### config.mk
export PLATFORM = sky130hd
export DESIGN_NAME = sequence_note_timing_decoder
export DESIGN_NICKNAME = d
export VERILOG_FILES = /design/src/hdl/sntd_pkg.sv /design/src/hdl/sequence_note_timing_decoder.sv /design/src/hdl/sntd_front.sv /design/src/hdl/sntd_queue.sv /design/src/hdl/sntd_back.sv
export SDC_FILE = /design/constraint.sdc
export NUM_CORES = 1
export LEC_CHECK = 0
export BUFFER_PORTS_ARGS = -buffer_cell sky130_fd_sc_hd__buf_4
export CAP_MARGIN = 40
export CORE_MARGIN = 2
export CORE_UTILIZATION = 60
export DETAILED_ROUTE_END_ITERATION = 6
export GPL_TIMING_DRIVEN = 0
export PLACE_DENSITY = 0.9
export SLEW_MARGIN = 20
export SYNTH_ARGS = -nofsm -noshare
export SYNTH_HDL_FRONTEND = slang
export SYNTH_SLANG_ARGS = --single-unit
### constraint.sdc
create_clock -name clock -period 10.8 [get_ports clock]
set_input_delay 1.08 -clock clock [delete_from_list [all_inputs] [get_ports clock]]
set_output_delay 1.08 -clock clock [all_outputs]
set_load 0.02 [all_outputs]
### src/hdl/sntd_pkg.sv
`timescale 1ns / 1ps
// ----------------------------------------------------------------------------
// sntd_pkg : shared types and constants of the note timing decoder
// Command codes passed from the decoder front end to the note engine, result
// kinds, opcode values and the note length table.
// ----------------------------------------------------------------------------
package sntd_pkg;

   // Opcodes below the note range, the note base opcode and the LFO restart type
   localparam logic [7:0] OP_TRIPLET   = 8'h00;
   localparam logic [7:0] OP_SLUR      = 8'h01;
   localparam logic [7:0] OP_DOT       = 8'h02;
   localparam logic [7:0] OP_OCTAVE_UP = 8'h03;
   localparam logic [7:0] OP_ATTR      = 8'h04;
   localparam logic [7:0] OP_RATE      = 8'h06;
   localparam logic [7:0] OP_OCTAVE    = 8'h09;
   localparam logic [7:0] OP_TRANSPOSE = 8'h0b;
   localparam logic [7:0] OP_PORTA     = 8'h0d;
   localparam logic [7:0] OP_FLOW_LO   = 8'h0e;
   localparam logic [7:0] OP_FLOW_HI   = 8'h16;
   localparam logic [7:0] OP_END       = 8'h17;
   localparam logic [7:0] OP_LFO       = 8'h1a;
   localparam logic [7:0] OP_NOTE_BASE = 8'h20;
   localparam logic [7:0] LFO_TYPE_RESTART = 8'h03;

   // Attribute byte bits
   localparam int unsigned ATTR_OCT_UP  = 3;
   localparam int unsigned ATTR_DOT     = 4;
   localparam int unsigned ATTR_TRIPLET = 5;
   localparam int unsigned ATTR_SLUR    = 6;

   // Result kinds
   localparam logic [2:0] KIND_STATE   = 3'd0;
   localparam logic [2:0] KIND_NOTE    = 3'd1;
   localparam logic [2:0] KIND_REST    = 3'd2;
   localparam logic [2:0] KIND_END     = 3'd3;
   localparam logic [2:0] KIND_UNSUPP  = 3'd4;
   localparam logic [2:0] KIND_FLOW    = 3'd5;

   // Command codes from the front end
   localparam logic [3:0] CMD_NOP       = 4'd0;
   localparam logic [3:0] CMD_START     = 4'd1;
   localparam logic [3:0] CMD_NOTE      = 4'd2;
   localparam logic [3:0] CMD_TRIPLET   = 4'd3;
   localparam logic [3:0] CMD_SLUR      = 4'd4;
   localparam logic [3:0] CMD_DOT       = 4'd5;
   localparam logic [3:0] CMD_OCT_UP    = 4'd6;
   localparam logic [3:0] CMD_ATTR      = 4'd7;
   localparam logic [3:0] CMD_RATE      = 4'd8;
   localparam logic [3:0] CMD_OCTAVE    = 4'd9;
   localparam logic [3:0] CMD_TRANSPOSE = 4'd10;
   localparam logic [3:0] CMD_PORTA     = 4'd11;
   localparam logic [3:0] CMD_FLOW      = 4'd12;
   localparam logic [3:0] CMD_END       = 4'd13;
   localparam logic [3:0] CMD_LFO       = 4'd14;

   localparam int unsigned KEY_W   = 13;
   localparam int unsigned QUEUE_DEPTH = 2;
   localparam int unsigned QPTR_W  = 1;
   localparam int unsigned QCNT_W  = 2;

   typedef struct packed {
      logic [3:0] cmd;
      logic [2:0] dur_idx;
      logic [4:0] key_idx;
      logic [7:0] arg;
   } sntd_cmd_type;

   typedef struct packed {
      logic [2:0]              kind;
      logic signed [KEY_W-1:0] note_key;
      logic [7:0]              sounding_ticks;
      logic [7:0]              wait_ticks;
      logic                    extends_previous;
      logic                    restarts_lfo;
      logic                    pedal_event;
      logic                    pedal_on;
      logic                    slide_valid;
      logic signed [KEY_W-1:0] slide_start_key;
   } sntd_rsp_type;

   // Note length in ticks: 192 >> (7 - index) for index 1 to 7 and zero for index 0, then dotted or triplet
   function automatic logic [7:0] note_length(input logic [2:0] idx,
                                              input logic dotted,
                                              input logic triplet);
      logic [7:0] base;
      logic [7:0] res;
      case (idx)
         3'd0: base = 8'd0;
         3'd1: base = 8'd3;
         3'd2: base = 8'd6;
         3'd3: base = 8'd12;
         3'd4: base = 8'd24;
         3'd5: base = 8'd48;
         3'd6: base = 8'd96;
         3'd7: base = 8'd192;
         default: base = 8'd0;
      endcase
      if (dotted) begin
         if (!base[0] && (base < 8'h80)) begin
            res = base + (base >> 1);
         end else begin
            res = 8'd0;
         end
      end else if (triplet) begin
         // two thirds of each table length
         case (idx)
            3'd1: res = 8'd2;
            3'd2: res = 8'd4;
            3'd3: res = 8'd8;
            3'd4: res = 8'd16;
            3'd5: res = 8'd32;
            3'd6: res = 8'd64;
            3'd7: res = 8'd128;
            default: res = 8'd0;
         endcase
      end else begin
         res = base;
      end
      return res;
   endfunction

endpackage

### src/hdl/sequence_note_timing_decoder.sv
`timescale 1ns / 1ps
// ----------------------------------------------------------------------------
// sequence_note_timing_decoder : track note and timing decoder
// One result word per track word: a classifier front end, a two-word command
// queue and a note engine with a registered result output.
// ----------------------------------------------------------------------------
// Takes one track word per clock while the rsp side keeps up and returns
// exactly one result word for it, in order. An accepted word is stored in the
// command queue, then the note engine registers its result on the rsp side.
// The engine's step (length table, one 8x8 multiply and the key adders) keeps
// the rate at one word per cycle. The queue holds two words, so
// the request side takes two more words while a result waits on a stalled rsp
// side and only then holds off. The csr write is always accepted; write it
// only while no word is in flight. It takes effect at the next track start
// word.
module sequence_note_timing_decoder (
   input  logic        clock,
   input  logic        reset,
   // configuration: bit 0 selects the first driver version
   input  logic        csr_valid,
   output logic        csr_ready,
   input  logic        csr_data,
   // request words
   input  logic        req_tvalid,
   output logic        req_tready,
   input  logic [23:0] req_tdata,   // opcode[7:0], arg_a[15:8], arg_b[23:16]
   input  logic        req_tuser,   // func
   // result words
   output logic        rsp_tvalid,
   input  logic        rsp_tready,
   output logic [47:0] rsp_tdata,   // note_key[12:0], sounding_ticks[20:13],
                                    // wait_ticks[28:21], extends_previous[29],
                                    // restarts_lfo[30], pedal_event[31],
                                    // pedal_on[32], slide_valid[33],
                                    // slide_start_key[46:34], zero[47]
   output logic [2:0]  rsp_tuser    // kind
);
   import sntd_pkg::*;

   sntd_cmd_type front_cmd;
   sntd_cmd_type queue_cmd;
   sntd_rsp_type rsp;
   logic         queue_valid;
   logic         queue_ready;

   assign csr_ready = 1'b1;

   sntd_front u_front (
      .func   (req_tuser),
      .opcode (req_tdata[7:0]),
      .arg_a  (req_tdata[15:8]),
      .arg_b  (req_tdata[23:16]),
      .cmd    (front_cmd)
   );

   sntd_queue u_queue (
      .clock      (clock),
      .reset      (reset),
      .push_valid (req_tvalid),
      .push_ready (req_tready),
      .push_cmd   (front_cmd),
      .pop_valid  (queue_valid),
      .pop_ready  (queue_ready),
      .pop_cmd    (queue_cmd)
   );

   sntd_back u_back (
      .clock     (clock),
      .reset     (reset),
      .csr_write (csr_valid),
      .csr_value (csr_data),
      .cmd_valid (queue_valid),
      .cmd_ready (queue_ready),
      .cmd       (queue_cmd),
      .rsp_valid (rsp_tvalid),
      .rsp_ready (rsp_tready),
      .rsp       (rsp)
   );

   // Pack the result word
   assign rsp_tuser = rsp.kind;
   assign rsp_tdata = {1'b0,
                       rsp.slide_start_key,
                       rsp.slide_valid,
                       rsp.pedal_on,
                       rsp.pedal_event,
                       rsp.restarts_lfo,
                       rsp.extends_previous,
                       rsp.wait_ticks,
                       rsp.sounding_ticks,
                       rsp.note_key};

endmodule

### src/hdl/sntd_front.sv
`timescale 1ns / 1ps
// ----------------------------------------------------------------------------
// sntd_front : command classifier
// Turns a raw track word (selector, opcode, operands) into a compact command
// for the note engine. Pure decode; the queue behind it holds the result.
// ----------------------------------------------------------------------------
module sntd_front (
   input  logic               func,
   input  logic [7:0]         opcode,
   input  logic [7:0]         arg_a,
   input  logic [7:0]         arg_b,
   output sntd_pkg::sntd_cmd_type cmd
);
   import sntd_pkg::*;

   // Classify the word
   always_comb begin
      cmd.cmd     = CMD_NOP;
      cmd.dur_idx = opcode[7:5];
      cmd.key_idx = opcode[4:0];
      cmd.arg     = arg_a;
      if (func) begin
         cmd.cmd = CMD_START;
      end else if (opcode >= OP_NOTE_BASE) begin
         cmd.cmd = CMD_NOTE;
      end else if ((opcode >= OP_FLOW_LO) && (opcode <= OP_FLOW_HI)) begin
         cmd.cmd = CMD_FLOW;
      end else begin
         case (opcode)
            OP_TRIPLET:   cmd.cmd = CMD_TRIPLET;
            OP_SLUR:      cmd.cmd = CMD_SLUR;
            OP_DOT:       cmd.cmd = CMD_DOT;
            OP_OCTAVE_UP: cmd.cmd = CMD_OCT_UP;
            OP_ATTR:      cmd.cmd = CMD_ATTR;
            OP_RATE:      cmd.cmd = CMD_RATE;
            OP_OCTAVE:    cmd.cmd = CMD_OCTAVE;
            OP_TRANSPOSE: cmd.cmd = CMD_TRANSPOSE;
            OP_PORTA:     cmd.cmd = CMD_PORTA;
            OP_END:       cmd.cmd = CMD_END;
            OP_LFO: begin
               // only the restart type matters; carry the value byte
               if (arg_a == LFO_TYPE_RESTART) begin
                  cmd.cmd = CMD_LFO;
               end
               cmd.arg = arg_b;
            end
            default: cmd.cmd = CMD_NOP;
         endcase
      end
   end

endmodule

### src/hdl/sntd_queue.sv
`timescale 1ns / 1ps
// ----------------------------------------------------------------------------
// sntd_queue : command queue
// Two-word queue between the classifier and the note engine; a stalled engine
// holds off the classifier side only once the queue is full.
// ----------------------------------------------------------------------------
module sntd_queue (
   input  logic                   clock,
   input  logic                   reset,
   input  logic                   push_valid,
   output logic                   push_ready,
   input  sntd_pkg::sntd_cmd_type push_cmd,
   output logic                   pop_valid,
   input  logic                   pop_ready,
   output sntd_pkg::sntd_cmd_type pop_cmd
);
   import sntd_pkg::*;

   sntd_cmd_type       store_ff [QUEUE_DEPTH];
   logic [QPTR_W-1:0]  wr_ptr_ff, wr_ptr_in;
   logic [QPTR_W-1:0]  rd_ptr_ff, rd_ptr_in;
   logic [QCNT_W-1:0]  count_ff,  count_in;
   logic               push, pop;

   assign push_ready = (count_ff != QCNT_W'(QUEUE_DEPTH));
   assign pop_valid  = (count_ff != '0);
   assign pop_cmd    = store_ff[rd_ptr_ff];
   assign push       = push_valid && push_ready;
   assign pop        = pop_valid && pop_ready;

   // Advance pointers and fill count
   always_comb begin
      wr_ptr_in = push ? wr_ptr_ff + 1'b1 : wr_ptr_ff;
      rd_ptr_in = pop  ? rd_ptr_ff + 1'b1 : rd_ptr_ff;
      count_in  = count_ff;
      if (push && !pop) begin
         count_in = count_ff + 1'b1;
      end else if (pop && !push) begin
         count_in = count_ff - 1'b1;
      end
   end

   always_ff @(posedge clock) begin
      if (reset) begin
         wr_ptr_ff <= '0;
         rd_ptr_ff <= '0;
         count_ff  <= '0;
      end else begin
         wr_ptr_ff <= wr_ptr_in;
         rd_ptr_ff <= rd_ptr_in;
         count_ff  <= count_in;
      end
   end

   // Store the word
   always_ff @(posedge clock) begin
      if (push) begin
         store_ff[wr_ptr_ff] <= push_cmd;
      end
   end

   a_count_bound: assert property (@(posedge clock) disable iff (reset)
      count_ff <= QCNT_W'(QUEUE_DEPTH))
      else $error("queue fill count beyond depth");

   a_push_grows: assert property (@(posedge clock) disable iff (reset)
      (push && !pop) |=> (count_ff == $past(count_ff) + 1'b1))
      else $error("queue count did not grow on push");

   a_ptr_gap: assert property (@(posedge clock) disable iff (reset)
      (count_ff == '0) |-> (wr_ptr_ff == rd_ptr_ff))
      else $error("empty queue with pointers apart");

endmodule

### src/hdl/sntd_back.sv
`timescale 1ns / 1ps
// ----------------------------------------------------------------------------
// sntd_back : note engine
// Holds the per-track note state, carries out one queued command per cycle while
// results are taken and keeps each result word in an output register until taken.
// ----------------------------------------------------------------------------
module sntd_back (
   input  logic                   clock,
   input  logic                   reset,
   input  logic                   csr_write,
   input  logic                   csr_value,
   input  logic                   cmd_valid,
   output logic                   cmd_ready,
   input  sntd_pkg::sntd_cmd_type cmd,
   output logic                   rsp_valid,
   input  logic                   rsp_ready,
   output sntd_pkg::sntd_rsp_type rsp
);
   import sntd_pkg::*;

   logic                     first_version_ff, first_version_in;
   logic [7:0]               rate_ff,      rate_in;
   logic signed [7:0]        transpose_ff, transpose_in;
   logic [7:0]               octave_ff,    octave_in;
   logic                     oct_up_ff,    oct_up_in;
   logic                     dotted_ff,    dotted_in;
   logic                     triplet_ff,   triplet_in;
   logic                     slur_ff,      slur_in;
   logic                     lfo_en_ff,    lfo_en_in;
   logic                     porta_ff,     porta_in;
   logic                     have_last_ff, have_last_in;
   logic signed [KEY_W-1:0]  last_key_ff,  last_key_in;
   logic                     last_slur_ff, last_slur_in;
   logic                     rested_ff,    rested_in;
   logic                     rsp_valid_ff, rsp_valid_in;
   sntd_rsp_type             rsp_ff,       rsp_in;

   logic                     pop;
   logic [7:0]               len;
   logic [8:0]               oct_sum;
   logic [KEY_W-1:0]         oct_mul;
   logic signed [KEY_W-1:0]  key;
   logic signed [KEY_W-1:0]  transpose_ext;
   logic [15:0]              prod;
   logic [16:0]              prod_round;
   logic [7:0]               snd_base;
   logic [7:0]               snd;
   logic                     cont;
   logic                     rep;

   assign cmd_ready = !rsp_valid_ff || rsp_ready;
   assign pop       = cmd_valid && cmd_ready;
   assign rsp_valid = rsp_valid_ff;
   assign rsp       = rsp_ff;

   // Note arithmetic: length, key, sounding ticks
   always_comb begin
      len           = note_length(cmd.dur_idx, dotted_ff, triplet_ff);
      oct_sum       = {1'b0, octave_ff} + (oct_up_ff ? 9'd2 : 9'd0);
      oct_mul       = ({4'd0, oct_sum} << 3) + ({4'd0, oct_sum} << 2);
      key           = $signed(oct_mul + {8'd0, cmd.key_idx} - KEY_W'(1));
      transpose_ext = KEY_W'(transpose_ff);
      prod          = len * rate_ff;
      prod_round    = {1'b0, prod} + 17'h80;
      if (slur_ff || (prod == 16'd0)) begin
         snd_base = len;
      end else begin
         snd_base = prod_round[15:8];
      end
      cont = last_slur_ff && !rested_ff && have_last_ff;
      rep  = cont && (key == last_key_ff);
      snd  = (snd_base == 8'd0) ? 8'd1 : snd_base;
      if (slur_ff && !rep) begin
         snd = snd + 8'd1;
      end
   end

   // Carry out the command
   always_comb begin
      first_version_in = csr_write ? csr_value : first_version_ff;
      rate_in      = rate_ff;
      transpose_in = transpose_ff;
      octave_in    = octave_ff;
      oct_up_in    = oct_up_ff;
      dotted_in    = dotted_ff;
      triplet_in   = triplet_ff;
      slur_in      = slur_ff;
      lfo_en_in    = lfo_en_ff;
      porta_in     = porta_ff;
      have_last_in = have_last_ff;
      last_key_in  = last_key_ff;
      last_slur_in = last_slur_ff;
      rested_in    = rested_ff;
      rsp_valid_in = rsp_valid_ff && !rsp_ready;
      rsp_in       = rsp_ff;

      if (pop) begin
         rsp_valid_in = 1'b1;
         rsp_in       = '0;
         rsp_in.kind  = KIND_STATE;
         case (cmd.cmd)
            CMD_START: begin
               rate_in      = '0;
               transpose_in = '0;
               octave_in    = '0;
               oct_up_in    = 1'b0;
               dotted_in    = 1'b0;
               triplet_in   = 1'b0;
               slur_in      = 1'b0;
               lfo_en_in    = !first_version_ff;
               porta_in     = 1'b0;
               have_last_in = 1'b0;
               last_key_in  = '0;
               last_slur_in = 1'b0;
               rested_in    = 1'b0;
            end
            CMD_NOTE: begin
               dotted_in = 1'b0;
               rsp_in.wait_ticks = len;
               if (cmd.key_idx == 5'd0) begin
                  rested_in   = 1'b1;
                  rsp_in.kind = KIND_REST;
               end else begin
                  rsp_in.kind             = KIND_NOTE;
                  rsp_in.note_key         = key + transpose_ext;
                  rsp_in.sounding_ticks   = snd;
                  rsp_in.extends_previous = rep;
                  rsp_in.restarts_lfo     = lfo_en_ff && !last_slur_ff;
                  if (!rep && have_last_ff && (porta_ff || cont) && (last_key_ff != key)) begin
                     rsp_in.slide_valid     = 1'b1;
                     rsp_in.slide_start_key = last_key_ff + transpose_ext;
                  end
                  last_key_in  = key;
                  have_last_in = 1'b1;
                  rested_in    = 1'b0;
                  last_slur_in = slur_ff;
               end
            end
            CMD_TRIPLET: triplet_in = !triplet_ff;
            CMD_SLUR: begin
               slur_in            = !slur_ff;
               rsp_in.pedal_event = 1'b1;
               rsp_in.pedal_on    = !slur_ff;
            end
            CMD_DOT:    dotted_in = 1'b1;
            CMD_OCT_UP: oct_up_in = !oct_up_ff;
            CMD_ATTR: begin
               octave_in  = octave_ff | {5'd0, cmd.arg[2:0]};
               dotted_in  = dotted_ff | cmd.arg[ATTR_DOT];
               oct_up_in  = cmd.arg[ATTR_OCT_UP];
               triplet_in = cmd.arg[ATTR_TRIPLET];
               slur_in    = cmd.arg[ATTR_SLUR];
               if (cmd.arg[ATTR_SLUR] != slur_ff) begin
                  rsp_in.pedal_event = 1'b1;
                  rsp_in.pedal_on    = cmd.arg[ATTR_SLUR];
               end
            end
            CMD_RATE:      rate_in      = cmd.arg;
            CMD_OCTAVE:    octave_in    = cmd.arg;
            CMD_TRANSPOSE: transpose_in = $signed(cmd.arg);
            CMD_PORTA:     porta_in     = (cmd.arg[6:0] != 7'd0);
            CMD_FLOW:      rsp_in.kind  = KIND_FLOW;
            CMD_END:       rsp_in.kind  = KIND_END;
            CMD_LFO:       lfo_en_in    = cmd.arg[0];
            default: ;
         endcase
      end
   end

   // Hold control and note state
   always_ff @(posedge clock) begin
      if (reset) begin
         first_version_ff <= 1'b0;
         rate_ff      <= '0;
         transpose_ff <= '0;
         octave_ff    <= '0;
         oct_up_ff    <= 1'b0;
         dotted_ff    <= 1'b0;
         triplet_ff   <= 1'b0;
         slur_ff      <= 1'b0;
         lfo_en_ff    <= 1'b1;
         porta_ff     <= 1'b0;
         have_last_ff <= 1'b0;
         last_key_ff  <= '0;
         last_slur_ff <= 1'b0;
         rested_ff    <= 1'b0;
         rsp_valid_ff <= 1'b0;
      end else begin
         first_version_ff <= first_version_in;
         rate_ff      <= rate_in;
         transpose_ff <= transpose_in;
         octave_ff    <= octave_in;
         oct_up_ff    <= oct_up_in;
         dotted_ff    <= dotted_in;
         triplet_ff   <= triplet_in;
         slur_ff      <= slur_in;
         lfo_en_ff    <= lfo_en_in;
         porta_ff     <= porta_in;
         have_last_ff <= have_last_in;
         last_key_ff  <= last_key_in;
         last_slur_ff <= last_slur_in;
         rested_ff    <= rested_in;
         rsp_valid_ff <= rsp_valid_in;
      end
   end

   // Result word
   always_ff @(posedge clock) begin
      rsp_ff <= rsp_in;
   end

   a_no_overwrite: assert property (@(posedge clock) disable iff (reset)
      (rsp_valid_ff && !rsp_ready) |=> (rsp_valid_ff && $stable(rsp_ff)))
      else $error("pending result word overwritten");

   a_start_clears: assert property (@(posedge clock) disable iff (reset)
      (pop && (cmd.cmd == CMD_START)) |=> (!have_last_ff && !slur_ff && !dotted_ff))
      else $error("track start left note state behind");

   a_note_marks: assert property (@(posedge clock) disable iff (reset)
      (pop && (cmd.cmd == CMD_NOTE) && (cmd.key_idx != 5'd0))
         |=> (have_last_ff && !rested_ff && (rsp_ff.kind == KIND_NOTE)))
      else $error("note did not record its key");

   a_no_unsupp: assert property (@(posedge clock) disable iff (reset)
      rsp_valid_ff |-> (rsp_ff.kind != KIND_UNSUPP))
      else $error("unsupported kind produced");

endmodule

==> results of run 1 <==
==> power groups by stage <==
stage                     clock [mW]  sequential, mW  combinational, mW
after detailed placement           0           0.805               1.64
after CTS                      0.562           0.795               1.67
final                          0.562           0.795               1.71
after floorplan                    0           0.891               1.10
after global routing           0.586           0.806               1.85
after global placement             0           0.807               1.57
==> routing by layer <==
metal | vias to the layer above | track usage
met4 | 0 | 0.121
met5 | - | 0
met2 | 469 | 0.501
met1 | 4525 | 0.352
li1 | 4404 | -
met3 | 95 | 0.0394
==> worst max-delay path: cells and delay by family, from the launching register on <==
family                   cells  cell delay, ns
AO/OA/AOI/OAI                8            2.51
AND/OR/NAND/NOR              8            1.47
adder cells (fa/ha/maj)      8            3.13
multiplexers                 1            0.45
flip-flops                   1            0.40
buffers and inverters        9            1.86
==> flip-flops by register name, summed over array words and instances (netlist names), 2 cells and up, named ones only <==
signal,flops
u_back.last_key_ff,13
u_back.octave_ff,8
u_back.rate_ff,8
u_back.rsp,50
u_back.transpose_ff,8
u_queue.count_ff,2
u_queue.store_ff,40
==> layout make-up <==
cell class,instances,area (um^2)
multi-input cells,892,6810
fillers,1287,5440
flip-flops and latches,143,3760
repair buffers,87,676
inverters,118,443
clock buffers,18,429
well taps,229,287
plain buffers,42,179
clock inverters,14,123
==> how the worst min path moves through the flow <==
stage,start,end,depth (start not counted)
floorplan,u_back.have_last_ff,u_back.have_last_ff,2
global placement,u_back.have_last_ff,u_back.have_last_ff,2
detailed placement,u_back.have_last_ff,u_back.have_last_ff,2
CTS,u_back.have_last_ff,u_back.have_last_ff,2
global route,u_back.have_last_ff,u_back.have_last_ff,2
finish,u_back.have_last_ff,u_back.have_last_ff,2
==> through the flow <==
step | hold slack [ns] | cell area (um^2) | power (mW)
global route | 0.480 | 12700 | 3.24
finish | 0.461 | 12700 | 3.07
CTS | 0.456 | 12700 | 3.03
detailed placement | 0.446 | 12200 | 2.44
floorplan | 0.432 | 11200 | 1.99
global placement | 0.440 | 12100 | 2.37
==> kinds of logic after synthesis <==
family,count (synthesis),share of synthesized area
fa+ha+maj,145,0.190
simple gates,399,0.177
other cells,2,0.000671
flops,143,0.336
compound gates,227,0.138
xor+xnor,73,0.0571
mux,46,0.0447
buf+inv,160,0.0555
==> cell usage in the layout (no fill, tap or decap), types with 5 or more instances in the layout <==
master,n
nor2_1,133
inv_1,116
ha_1,103
edfxtp_1,90
buf_4,85
nand2_1,69
a21oi_1,57
dfxtp_1,53
xnor2_1,52
fa_1,42
o21ai_0,39
and2_1,38
clkbuf_1,35
nor3_1,33
mux2i_1,32
nor2b_1,24
a31oi_1,24
xor2_1,21
nand3_1,20
nand2b_1,18
clkbuf_16,17
a21o_1,13
mux2_2,12
or3_1,11
and3_1,11
nand4_1,9
a22o_1,9
o21a_1,8
o211ai_1,8
a211oi_1,7
nor3b_1,6
o21bai_1,6
inv_6,6
or2_2,5
==> impl_metrics.env, run 1 <==
export IMPL_die_area_um2=19800
export IMPL_powerDensity_nw_per_um2=241
export IMPL_synth_top_area_cell="edfxtp_1"
export IMPL_hold_buffers=0
export IMPL_status="completed"
export IMPL_fin_crit_ns=10.10
export IMPL_yosys_top_cells_area="edfxtp_1, ha_1, dfxtp_1"
export IMPL_yosysMostFrequentCell="nor2_1"
export IMPL_relSlewSlack=0.413
export IMPL_initial_core_util=0.617
export IMPL_finalClockSkew_ns=0.00794
export IMPL_worstPathRequired_ns=10.97
export IMPL_max_clock_freq_mhz=99.0
export IMPL_p_leak_nw=5.54
export IMPL_dp_hpwl_um=20100
export IMPL_finish_net_count=1477
export IMPL_finalHoldViolCount=0
export IMPL_firstDrtPassIters=6
export IMPL_vias=9493
export IMPL_setup_viol=0
export IMPL_rsz0062_at_grt="false"
export IMPL_instances_no_fill=1543
export IMPL_critPathCapture="u_back.rsp[29]"
export IMPL_drtAntennaViolNets=0
export IMPL_sequentialPowerShare=0.259
export IMPL_placedCellCount=1510
export IMPL_yosys_top_cells_count="nor2_1, inv_1, ha_1"
export IMPL_utilization=0.700
export IMPL_wl_met2_um=13600
export IMPL_ir_worst_vdd_mv=0.178
export IMPL_clockPowerShare=0.183
export IMPL_dpl_worst_slack_ns=0.934
export IMPL_internal_power_mw=1.69
export IMPL_synth_nets=1371
export IMPL_cp_end_kind="register"
export IMPL_synth_seq_cells=143
export IMPL_syn_instance_count=1195
export IMPL_period_share=0.935
export IMPL_portBuffers=82
export IMPL_crit_slowest_cell="a2111oi_2"
export IMPL_power_switching_mw=1.37
export IMPL_cts_max_path_buffers=2
export IMPL_synth_top_area_frac=0.241
export IMPL_antennaDiodeCount=0
export IMPL_htreeDepth=4
export IMPL_cpPeakStageDelay_ns=0.64
export IMPL_tns_ns=0
export IMPL_cts_buffers=17
export IMPL_synth_top_flop_cell="edfxtp_1"
export IMPL_power_frac_comb=0.557
export IMPL_clk_pin_slew_worst_paths_ns=0.07
export IMPL_routedLengthMet1_um=11100
export IMPL_slew_violations=0
export IMPL_cap_violations=0
export IMPL_hold_path_class="reg2reg"
export IMPL_root_buffer="clkbuf_16"
export IMPL_synth_distinct_cells=82
export IMPL_worstMarginPinSlew_ns=0.874
export IMPL_grt_pass1_vias=9406
export IMPL_post_cts_buffers=0
export IMPL_layout_setup_ws_ns=0.698
export IMPL_viasPerCell=6.15
export IMPL_startpoint_type="register"
export IMPL_syn_area_per_cell_um2=9.37
export IMPL_ctsResizeCount=0
export IMPL_clk_latency_ns=0.43
export IMPL_crit_path_max_fanout=10
export IMPL_io_pins=85
export IMPL_wl_um=27700
export IMPL_reg2regPathDepth=34
export IMPL_ys_warn_count=0
export IMPL_grt_pass1_wl_um=45300
export IMPL_power_share_switching=0.448
export IMPL_cts_tree="built"
export IMPL_syn2layout_area_growth_pct=13.5
export IMPL_wl_per_cell_um=17.9
export IMPL_ys_seq_area_frac=0.336
export IMPL_worstReg2RegEnd="u_back.rsp[29]"
export IMPL_die_x_um=141
export IMPL_met3_length_um=2050
export IMPL_die_h_um=141
export IMPL_syn_area_um2=11200
export IMPL_topRoutingLayerUsed="met4"
export IMPL_crit_type="reg2reg"
export IMPL_drc=0
export IMPL_drtIter0Drc=1059
export IMPL_core_area_um2=18100
export IMPL_synth_edf_count=90
export IMPL_grt_overflow=0
export IMPL_grt_use_total=0.285
export IMPL_rows=49
export IMPL_cts_num_sinks=143
export IMPL_rrSetupSlack_ns=0.70
export IMPL_gp_congestion=0.916
export IMPL_antenna_found_initial=0
export IMPL_grt_max_degree=38
export IMPL_synth_async_sr_flop_share=0
export IMPL_final_layout_size_suffix_gt1_frac=0.119
export IMPL_cp_arrival_ns=10.27
Power figures use the tool's default switching activity.
==> run 2: changes to the inputs <==
Settings changed: ABC_AREA set to 1, CAP_MARGIN 40 to not set.
==> run 2 against run 1 <==
The flow now finishes with violations (DRC). Design area rose by 1.3%. Clock-buffer cell count stayed put. Sequential cell count did not move. Setup slack improved by 2.0 ns. Largest cell class unchanged. Wire length fell by 2.4%. Core utilization decreased by 0.96 points. Fmax rose by 24%. Clock power increased by 4.1%. First-iteration DRC count down 17%.
==> impl_metrics.env, run 2 <==
export IMPL_powerDensity_nw_per_um2=271
export IMPL_die_x_um=141
export IMPL_rsz0062_at_grt="false"
export IMPL_syn_instance_count=1464
export IMPL_grt_overflow=0
export IMPL_drtAntennaViolNets=0
export IMPL_startpoint_type="register"
export IMPL_clk_latency_ns=0.43
export IMPL_critical_path_buf_inv_count=8
export IMPL_synth_seq_cells=143
export IMPL_crit_type="reg2reg"
export IMPL_nFillCells=1428
export IMPL_grt_pass1_vias=9716
export IMPL_finish_net_count=1744
export IMPL_grt_use_total=0.275
export IMPL_violations="DRC"
export IMPL_power_share_switching=0.493
export IMPL_worstMarginPinSlew_ns=0.688
export IMPL_grt_max_degree=53
export IMPL_wl_per_cell_um=14.9
export IMPL_ctsResizeCount=0
export IMPL_cap_violations=0
export IMPL_holdPathStages=2
export IMPL_hold_path_class="reg2reg"
export IMPL_viasPerCell=5.60
export IMPL_die_h_um=141
export IMPL_synth_top_area_frac=0.238
export IMPL_final_layout_size_suffix_gt1_frac=0.127
export IMPL_htreeDepth=4
export IMPL_mostFrequentLayoutCell="nand2_1"
export IMPL_drtIter0Drc=884
export IMPL_cts_num_sinks=143
export IMPL_io_pins=85
export IMPL_cts_max_path_buffers=2
export IMPL_rrSetupSlack_ns=2.67
export IMPL_antenna_found_initial=0
export IMPL_period_share=0.753
export IMPL_layout_common_cells="nand2_1, inv_1, nor2_1"
export IMPL_crit_slowest_cell="a32oi_2"
export IMPL_cp_end_kind="register"
export IMPL_sequentialPowerShare=0.235
export IMPL_synth_top_area_cell="edfxtp_1"
export IMPL_cts_buffers=17
export IMPL_p_leak_nw=6.16
export IMPL_setup_viol=0
export IMPL_cts_tree="built"
export IMPL_syn_area_per_cell_um2=7.74
export IMPL_drc=7
export IMPL_clockPowerShare=0.167
export IMPL_wl_um=27000
export IMPL_path_depth=37
export IMPL_synth_edf_count=90
export IMPL_ys_seq_area_frac=0.332
export IMPL_synth_async_sr_flop_share=0
export IMPL_hold_end="u_back.rested_ff"
export IMPL_finalClockSkew_ns=0.00982
export IMPL_worstPathRequired_ns=10.98
export IMPL_gp_congestion=0.969
export IMPL_yosysMostFrequentCell="nand2_1"
export IMPL_vias=10200
export IMPL_synth_top_flop_cell="edfxtp_1"
export IMPL_tns_ns=0
export IMPL_synth_distinct_cells=53
export IMPL_finalHoldViolCount=0
export IMPL_reg2regPathDepth=37
export IMPL_synth_nets=1640
export IMPL_ys_warn_count=0
export IMPL_worstHoldStart="u_back.rested_ff"
export IMPL_crit_path_max_fanout=10
export IMPL_crit_family="adder cells"
export IMPL_cp_arrival_ns=8.31
export IMPL_largest_reg_flops=50
export IMPL_dpl_worst_slack_ns=2.76
export IMPL_antennaDiodeCount=0
export IMPL_initial_core_util=0.608
export IMPL_syn2layout_area_growth_pct=13.7
export IMPL_syn_area_um2=11300
export IMPL_post_cts_buffers=0
export IMPL_hold_buffers=0
export IMPL_max_clock_freq_mhz=123
export IMPL_cpPeakStageDelay_ns=0.56
export IMPL_relSlewSlack=0.542
export IMPL_rows=50
export IMPL_root_buffer="clkbuf_16"
export IMPL_yosys_top_cells_area="edfxtp_1, ha_1, nand2_1"
export IMPL_dp_hpwl_um=20900
export IMPL_ir_worst_vdd_mv=0.179
export IMPL_status="complete, but fails checks"
export IMPL_power_switching_mw=1.72
export IMPL_fin_crit_ns=8.13
export IMPL_layout_setup_ws_ns=2.67
export IMPL_slew_violations=0
export IMPL_power_frac_comb=0.598
export IMPL_yosys_top_cells_count="nand2_1, inv_1, nor2_1"
export IMPL_firstDrtPassIters=7
export IMPL_clk_pin_slew_worst_paths_ns=0.06
export IMPL_internal_power_mw=1.77
export IMPL_core_area_um2=18600
export IMPL_worstReg2RegEnd="u_back.rsp[33]"
export IMPL_die_area_um2=20000
export IMPL_portBuffers=82
export IMPL_grt_pass1_wl_um=44300
## run 2: cell types whose count changed in the layout (fill, tap and decap cells not counted), moves of 26 or more
cell / previous run / this run
mux2i_1: 32 / 6
xnor2_1: 52 / 11
clkbuf_1: 35 / 8
nand3_1: 20 / 71
and2_1: 38 / 2
nand2_1: 69 / 302
inv_1: 116 / 266
a21oi_1: 57 / 101
nor2_1: 133 / 167
## run 2: metrics by stage
step | hold slack (ns) | utilization | cells | cell area (um^2) | power, mW
2_1_floorplan | 0.425 | - | 1464 | 11300 | 2.30
3_3_place_gp | 0.435 | 0.657 | 1780 | 12200 | 2.78
3_5_place_dp | 0.458 | 0.660 | 1783 | 12300 | 2.86
4_1_cts | 0.467 | 0.691 | 1815 | 12900 | 3.47
5_1_grt | 0.480 | 0.691 | 1815 | 12900 | 3.75
6_report | 0.465 | 0.691 | 1815 | 12900 | 3.49
## run 2: power groups by stage
stage	logic, mW	clock network, mW	registers [mW]
2_1_floorplan	1.37	0	0.932
3_3_place_gp	1.94	0	0.836
3_5_place_dp	2.03	0	0.829
4_1_cts	2.06	0.588	0.820
5_1_grt	2.31	0.612	0.831
6_report	2.09	0.585	0.820
## run 2: final cells by class
cell class              count  area, um^2  share of cell area
multi-input cells        1025        6430               0.499
inverters                 280        1050              0.0816
plain buffers              16        92.6             0.00719
clock buffers              18         429              0.0333
well taps                 234         293              0.0227
repair buffers             85         666              0.0517
clock inverters            14         153              0.0119
flip-flops and latches    143        3760               0.292
## run 2: how the worst max path moves through the flow
stage | slack (ns) | end | startpoint
after floorplan | 3.83 | u_back.rsp[33] | register
after global placement | 2.89 | u_back.rsp[33] | register
after detailed placement | 2.76 | u_back.rsp[33] | register
after CTS | 2.73 | u_back.rsp[33] | register
after global routing | 2.01 | u_back.rsp[33] | register
final | 2.67 | u_back.rsp[33] | register
## run 2: tightest hold or removal path: cells and delay by family (launching register included)
kind / cells / cell delay [ns]
AOI/OAI and AO/OA: 1 / 0.05
buffers and inverters: 1 / 0.05
DFF: 1 / 0.31
## run 2: routing by layer
layer	share of wire	wire [um]	track usage
met1	0.41	11200	0.336
met2	0.49	13200	0.485
met3	0.074	2000	0.0499
met4	0.025	687	0.104
met5	0	0	0
## run 2: kinds of logic after synthesis
group                      after synthesis  share of synthesized area
AOI/OAI and AO/OA                      200                     0.0971
and+or+nand+nor                        637                      0.246
buffers and inverters                  296                      0.101
other                                    2                   0.000663
DFF                                    143                      0.332
xor gates and xnor gates                27                     0.0221
muxes                                   14                     0.0132
adders and majority gates              145                      0.188
==> run 3: changes to the inputs <==
Settings changed: CORE_UTILIZATION 60 to 56, PLACE_DENSITY 0.9 to 0.88.
Clock period 10.8 ns to 6.9 ns, I/O delays scaled along.
==> run 3 against run 2 <==
The flow finishes with violations (setup timing). Wire length up 10%. Core utilization grew 1.1 points. Cell count up 4.8%. Clock power rose by 53%. Total power grew 79%. Sequential cell count unchanged. Critical path type unchanged. Critical endpoint is now u_back.rsp[30].
==> impl_metrics.env, run 3 (synthesis gave the netlist of run 2 again) <==
export IMPL_use_met2=0.465
export IMPL_ir_worst_vdd_mv=0.246
export IMPL_largest_reg_flops=50
export IMPL_holdPathStages=2
export IMPL_initial_core_util=0.565
export IMPL_cts_buffers=17
export IMPL_die_x_um=146
export IMPL_critPathCapture="u_back.rsp[30]"
export IMPL_grt_pass1_vias=10200
export IMPL_cp_arrival_ns=7.21
export IMPL_antenna_found_initial=0
export IMPL_worstPathRequired_ns=7.08
export IMPL_rows=52
export IMPL_cts_num_sinks=143
export IMPL_grt_use_met1=0.320
export IMPL_firstDrtPassIters=5
export IMPL_finalClockSkew_ns=0.00866
export IMPL_gp_congestion=0.952
export IMPL_grt_use_met3=0.0494
export IMPL_final_layout_size_suffix_gt1_frac=0.227
export IMPL_syn2layout_area_growth_pct=24.0
export IMPL_rrSetupSlack_ns=-0.13
export IMPL_p_leak_nw=6.54
export IMPL_core_area_um2=20000
export IMPL_io_pins=85
export IMPL_wl_per_cell_um=15.7
export IMPL_holdWs_ns=0.438
export IMPL_hold_path_class="in2reg"
export IMPL_mostFrequentLayoutCell="nand2_1"
export IMPL_drtAntennaViolNets=0
export IMPL_grt_overflow=0
export IMPL_relSlewSlack=0.519
export IMPL_top_usage_layer="met2"
export IMPL_crit_type="reg2reg"
export IMPL_dpl_worst_slack_ns=-0.899
export IMPL_status="complete, but fails checks"
export IMPL_wl_um=29800
export IMPL_viasPerCell=5.64
export IMPL_layout_common_cells="nand2_1, inv_1, nor2_1"
export IMPL_htreeDepth=4
export IMPL_crit_slowest_cell="fa_1"
export IMPL_cts_max_path_buffers=2
export IMPL_fin_crit_ns=7.03
export IMPL_slew_violations=0
export IMPL_powerDensity_nw_per_um2=445
export IMPL_cpPeakStageDelay_ns=0.52
export IMPL_cts_tree="built"
export IMPL_violations="setup timing"
export IMPL_grt_pass1_wl_um=46200
export IMPL_max_clock_freq_mhz=142
export IMPL_die_area_um2=21400
export IMPL_clk_latency_ns=0.44
export IMPL_grt_max_degree=56
export IMPL_clk_pin_slew_worst_paths_ns=0.06
export IMPL_finalHoldViolCount=0
export IMPL_cap_violations=0
export IMPL_worstReg2RegEnd="u_back.rsp[30]"
export IMPL_drc=0
export IMPL_instances_no_fill=1902
export IMPL_vias=10700
export IMPL_crit_top_cell="buf_4"
export IMPL_placedCellCount=1819
export IMPL_reg2regPathDepth=42
export IMPL_crit_path_max_fanout=10
export IMPL_grt_use_total=0.265
export IMPL_drtIter0Drc=973
export IMPL_period_share=1.02
export IMPL_portBuffers=82
export IMPL_worstMarginPinSlew_ns=0.713
export IMPL_startpoint_type="register"
export IMPL_dp_hpwl_um=20900
export IMPL_antennaDiodeCount=0
export IMPL_rsz0062_at_grt="true"
export IMPL_layout_setup_ws_ns=-0.130
export IMPL_root_buffer="clkbuf_16"
export IMPL_setup_viol=5
export IMPL_die_h_um=146
export IMPL_tns_ns=-0.450
export IMPL_finish_net_count=1796
export IMPL_cp_end_kind="register"
run 3: how the worst min path moves through the flow:
stage | to | slack, ns | start
after detailed placement | register | 0.46 | u_queue.rd_ptr_ff
after floorplan | u_back.rested_ff | 0.43 | u_back.rested_ff
final | u_back.first_version_ff | 0.44 | csr_valid
after CTS | u_back.first_version_ff | 0.44 | csr_valid
after global routing | u_back.first_version_ff | 0.45 | csr_valid
after global placement | u_back.rested_ff | 0.43 | u_back.rested_ff
run 3: timing repair:
item	CTS	global route
hold buffers	0	0
resized for setup	80	109
pin swaps	38	69
gates cloned	1	0
buffers inserted	22	29
setup endpoints to repair	8	8
run 3: critical path, delay by kind of cell (launching register included):
family	cells	cell delay, ns
simple gates	22	2.81
compound gates	2	0.26
buf+inv	13	1.52
flops	1	0.36
fa+ha+maj	5	1.82
run 3: area by class of cell:
| type | count | area, um^2 |
|---|---|---|
| multi-input combinational | 1026 | 7120 |
| clock buffer | 17 | 425 |
| clock inverter | 14 | 144 |
| fill | 1393 | 5980 |
| timing repair buffer | 136 | 1070 |
| sequential | 143 | 3770 |
| inverter | 280 | 1070 |
| buffer | 16 | 121 |
| tap | 270 | 338 |
run 3: through the flow:
stage                util  total power [mW]  instance area (um^2)
floorplan               -              3.60                 11300
global placement    0.613              4.35                 12300
detailed placement  0.616              4.48                 12300
CTS                 0.670              5.67                 13400
global route        0.701              6.66                 14100
finish              0.701              6.26                 14100
run 3: where the power goes:
| group | internal [mW] | switching (mW) | leakage [nW] |
|---|---|---|---|
| sequential | 1.19 | 0.0946 | 1.30 |
| clock | 0.528 | 0.367 | 0.267 |
| combinational | 1.44 | 2.64 | 4.97 |
run 3: metal layers:
| metal | share of wire | up-vias |
|---|---|---|
| met4 | 0.041 | 0 |
| met5 | 0 | - |
| li1 | - | 5053 |
| met1 | 0.39 | 5018 |
| met2 | 0.49 | 527 |
| met3 | 0.073 | 128 |
